`config.mk`:
```
export PLATFORM = sky130hd
export DESIGN_NAME = spiq_cell
export DESIGN_NICKNAME = d
export VERILOG_FILES = /design/src/hw/rtl/spiq_pkg.sv /design/src/hw/rtl/spiq_cell.sv
export SDC_FILE = /design/constraint.sdc
export NUM_CORES = 1
export LEC_CHECK = 0
export ABC_AREA = 1
export BUFFER_PORTS_ARGS = -buffer_cell sky130_fd_sc_hd__buf_4
export CORE_ASPECT_RATIO = 1.4
export CORE_MARGIN = 2
export CORE_UTILIZATION = 45
export CTS_BUF_LIST = sky130_fd_sc_hd__clkbuf_2 sky130_fd_sc_hd__clkbuf_4 sky130_fd_sc_hd__clkbuf_8
export CTS_CLUSTER_DIAMETER = 120
export DETAILED_ROUTE_END_ITERATION = 12
export HOLD_SLACK_MARGIN = 0.12
export PLACE_DENSITY = 0.82
export SYNTH_ARGS = -nofsm -noshare
export SYNTH_HDL_FRONTEND = slang
export SYNTH_SLANG_ARGS = --single-unit
```
`constraint.sdc`:
```
create_clock -name clock -period 7.54 [get_ports clock]
set_clock_uncertainty 0.1 [all_clocks]
set_input_delay 0 -clock clock [delete_from_list [all_inputs] [get_ports clock]]
set_output_delay 0 -clock clock [all_outputs]
set_load 0.02 [all_outputs]
```
`src/hw/rtl/spiq_pkg.sv`:
```
// ----------------------------------------------------------------------------
// spiq_pkg: shared types and constants for the sorted insertion queue
// Beat payloads, the stored entry layout and the control bundle that the
// top level broadcasts to every cell of the chain.
// ----------------------------------------------------------------------------
package spiq_pkg;

   localparam int FIELD_W           = 31;
   localparam int OCC_W             = 7;
   localparam int QUEUE_DEPTH_DFLT  = 64;

   localparam logic OP_PUSH = 1'b0;
   localparam logic OP_POP  = 1'b1;

   typedef struct packed {
      logic               operation;
      logic [FIELD_W-1:0] item_value;
      logic [FIELD_W-1:0] priority_req;
   } req_type;

   typedef struct packed {
      logic [FIELD_W-1:0] popped_value;
      logic               was_empty;
      logic               overflowed;
      logic [OCC_W-1:0]   occupancy;
   } rsp_type;

   // Key in the upper half, value in the lower half.
   typedef struct packed {
      logic [FIELD_W-1:0] key;
      logic [FIELD_W-1:0] value;
   } entry_type;

   typedef struct packed {
      logic      push_en;
      logic      pop_en;
      entry_type new_entry;
   } cell_ctrl_type;

endpackage

```
`src/hw/rtl/spiq_cell.sv`:
```
// ----------------------------------------------------------------------------
// spiq_cell: one slot of the sorted chain
// Holds a single entry. On a push it keeps its entry, takes the new entry or
// takes its left neighbor's entry; on a pop it takes its right neighbor's.
// ----------------------------------------------------------------------------
module spiq_cell (
   input  logic                   clock,
   input  spiq_pkg::cell_ctrl_type ctrl,
   input  logic                   cell_valid,
   input  logic                   left_gt,
   input  spiq_pkg::entry_type    left_entry,
   input  spiq_pkg::entry_type    right_entry,
   output logic                   gt,
   output spiq_pkg::entry_type    entry
);

   spiq_pkg::entry_type entry_ff;
   spiq_pkg::entry_type entry_in;

   // An empty slot counts as holding a larger key, so the new entry lands
   // behind every entry with a key less than or equal to its own.
   assign gt = !cell_valid || (entry_ff.key > ctrl.new_entry.key);

   always_comb begin
      entry_in = entry_ff;
      if (ctrl.push_en && gt) begin
         entry_in = left_gt ? left_entry : ctrl.new_entry;
      end else if (ctrl.pop_en) begin
         entry_in = right_entry;
      end
   end

   always_ff @(posedge clock) begin
      entry_ff <= entry_in;
   end

   assign entry = entry_ff;

endmodule

```
==> impl_metrics.env <==
export IMPL_crit_path_end_kind="flop"
export IMPL_grt_max_degree=93
export IMPL_async_reset_ff_share_pct=0
export IMPL_grt_pass1_wl_microns=25400
export IMPL_ctsLongestPathBuffers=2
export IMPL_layout_nets=1106
export IMPL_setup_tns_final_ps=0
export IMPL_post_place_ws_ps=3630
export IMPL_root_buffer="clkbuf_8"
export IMPL_drc_errors=0
export IMPL_ff2ff_path_depth=12
export IMPL_antenna_left=0
export IMPL_post_route_period_util_pct=52.9
export IMPL_antenna_found_initial=0
export IMPL_grt_usage_pct=31.7
export IMPL_clk_insertion_delay_late_ps=350
export IMPL_rsz0062_at_grt="false"
export IMPL_leakagePower_nw=3.93
export IMPL_hold_ws_ps=375
export IMPL_peakVddDrop_mv=0.116
export IMPL_die_area_sq_um=10400
export IMPL_drv_cap=0
export IMPL_fin_cells=999
export IMPL_critPathMaxFanout=64
export IMPL_layout_setup_ws_ps=3550
export IMPL_dp_hpwl_microns=9670
export IMPL_grt_pass1_vias=5385
export IMPL_syn_instance_count=524
export IMPL_synth_cell_area_sq_um=4340
export IMPL_initial_core_util_pct=46.1
export IMPL_cts_buffers=9
export IMPL_die_y_microns=120
export IMPL_ys_ff_latch=62
export IMPL_multi_input_area_sq_um=2130
export IMPL_total_power_mw=1.23
export IMPL_path_clk_slew_ps=70
export IMPL_fmaxAchievable_mhz=251
export IMPL_ys_types=17
export IMPL_setup_violations=0
export IMPL_drive_gt1_share_pct=34.5
export IMPL_coreArea_sq_um=9410
export IMPL_finalHoldViolCount=0
export IMPL_yosys_top_cells_area="edfxtp_1 (43%), nand2_1 (17%), ha_1 (8.9%), mux2_2 (8.3%), nand3_1 (7.5%)"
export IMPL_synth_common_cells="nand2_1 (200), nand3_1 (65), edfxtp_1 (62)"
export IMPL_first_iter_violations=319
export IMPL_dpl_instance_area_sq_um=6220
export IMPL_cp_required_ps=7410
export IMPL_largest_reg_flops=62
export IMPL_drv_slew=0
export IMPL_regArea_sq_um=1860
export IMPL_synth_fp_nets=746
export IMPL_rows=42
export IMPL_cts_tree="built"
export IMPL_place_congestion=0.851
export IMPL_antenna_cells=0
export IMPL_overflow=0
export IMPL_cts_num_sinks=62
export IMPL_crit_path_start="entry[61]$_DFFE_PP_"
export IMPL_fin_area_sq_um=7630
export IMPL_htreeDepth=3
export IMPL_yosysSeqAreaShare_pct=42.9
export IMPL_num_vias=5268
export IMPL_cp_endpoint="entry[38]$_DFFE_PP_"
export IMPL_syn_to_final_growth_pct=75.9
export IMPL_port_buffers=253
export IMPL_cp_start_kind="flop"
export IMPL_synth_edf_count=62
export IMPL_yosys_area_top_type="edfxtp_1"
export IMPL_status="finished clean"
export IMPL_ios=254
export IMPL_reg2reg_slack_ps=3550
export IMPL_syn_avg_cell_area_sq_um=8.28
export IMPL_postLayoutCoreUtil_pct=81.1
export IMPL_synth_flop_cell="edfxtp_1"
export IMPL_arrival_ps=3860
export IMPL_worstMarginPinSlew_ps=937
export IMPL_pwr_density_cell_nw_per_um2=161
export IMPL_first_pass_iters=5
export IMPL_path_class="flop to flop"
export IMPL_die_w_microns=87.0
export IMPL_synth_most_common_cell="nand2_1"
export IMPL_n_fill_cell=559
export IMPL_fin_crit_ps=3990
export IMPL_r2r_end="entry[38]$_DFFE_PP_"
export IMPL_post_cts_setup_buffer_count=0
export IMPL_drt_total_wl_microns=16400
export IMPL_viasPerCell=5.27
export IMPL_wire_per_inst_microns=16.4
export IMPL_placed_cells_incl_taps=859
export IMPL_synth_top_area_share_pct=42.9
export IMPL_relSlewSlack_pct=37.5
export IMPL_reg2reg_from="entry[61]$_DFFE_PP_"
export IMPL_hold_class="primary input to flop"
export IMPL_yosys_warnings=0
==> routing by layer <==
metal  GRT usage (%)  vias to the layer above  share of wire, %  routed length [microns]
met2            57.9                      283                54                     8830
met4            13.9                        0               3.9                      638
li1                -                     2462                 -                        -
met5               0                        -                 0                        0
met1            33.3                     2467                35                     5730
met3            7.98                       56               7.4                     1220
==> where the power goes <==
| group | switching (mW) | internal (mW) |
|---|---|---|
| Clock | 0.128 | 0.136 |
| Combinational | 0.248 | 0.255 |
| Sequential | 0.0215 | 0.440 |
| Total | 0.398 | 0.831 |
==> cells by family (layout without fill, tap and decap cells) <==
kind of cell | after synthesis | in the layout | synth area share, %
AND/OR/NAND/NOR | 280 | 280 | 26.9
buffers and inverters | 77 | 442 | 7.99
flip-flops | 62 | 62 | 42.9
AO/OA/AOI/OAI | 42 | 42 | 4.96
multiplexers | 32 | 32 | 8.31
adder cells (fa/ha/maj) | 31 | 31 | 8.94
==> cell usage in the layout, fill, tap and decap left out, drive strengths merged <==
cell type      n
buf          254
nand2        202
dlygate4sd3  124
nand3         65
edfxtp        62
inv           48
mux2          32
ha            31
o21ai         30
clkbuf        14
a21oi         10
nor2           9
nand4          2
a21o           2
and3           2
clkinv         2
==> worst max-delay path, cell delays in order, from the launching register on <==
cell	delay [ps]
edfxtp_1	420
ha_1	320
nand2_1	80
nor2_2	140
nand3_1	120
nor2_1	170
nand2_1	70
nand2_1	60
nand2_1	80
nand2_4	540
nand2_4	610
nand2_2	170
buf_4	650
==> how the worst min path moves through the flow <==
stage / from / endpoint / slack [ps] / depth (start not counted)
floorplan: right_entry[0] / entry[0]$_DFFE_PP_ / 80 / 2
global placement: right_entry[2] / entry[2]$_DFFE_PP_ / 170 / 3
detailed placement: right_entry[35] / entry[35]$_DFFE_PP_ / 170 / 3
CTS: ctrl[62] / entry[55]$_DFFE_PP_ / 390 / 4
global route: ctrl[62] / entry[55]$_DFFE_PP_ / 420 / 4
finish: ctrl[62] / entry[55]$_DFFE_PP_ / 380 / 4
==> repair_timing <==
item	in CTS	in global routing
setup endpoints to repair	0	0
hold buffers	124	0
gates resized for setup	0	0
endpoints found under the hold margin	62	0
==> area by class of cell <==
| type | instances | share of cell area [%] |
|---|---|---|
| clock inverters | 2 | 0.115 |
| well taps | 110 | 1.80 |
| multi-input cells | 385 | 27.9 |
| inverters | 48 | 2.36 |
| flip-flops and latches | 62 | 24.4 |
| clock buffers | 14 | 2.12 |
| repair buffers | 378 | 41.3 |
No activity file was read; power rests on OpenSTA's default activity.
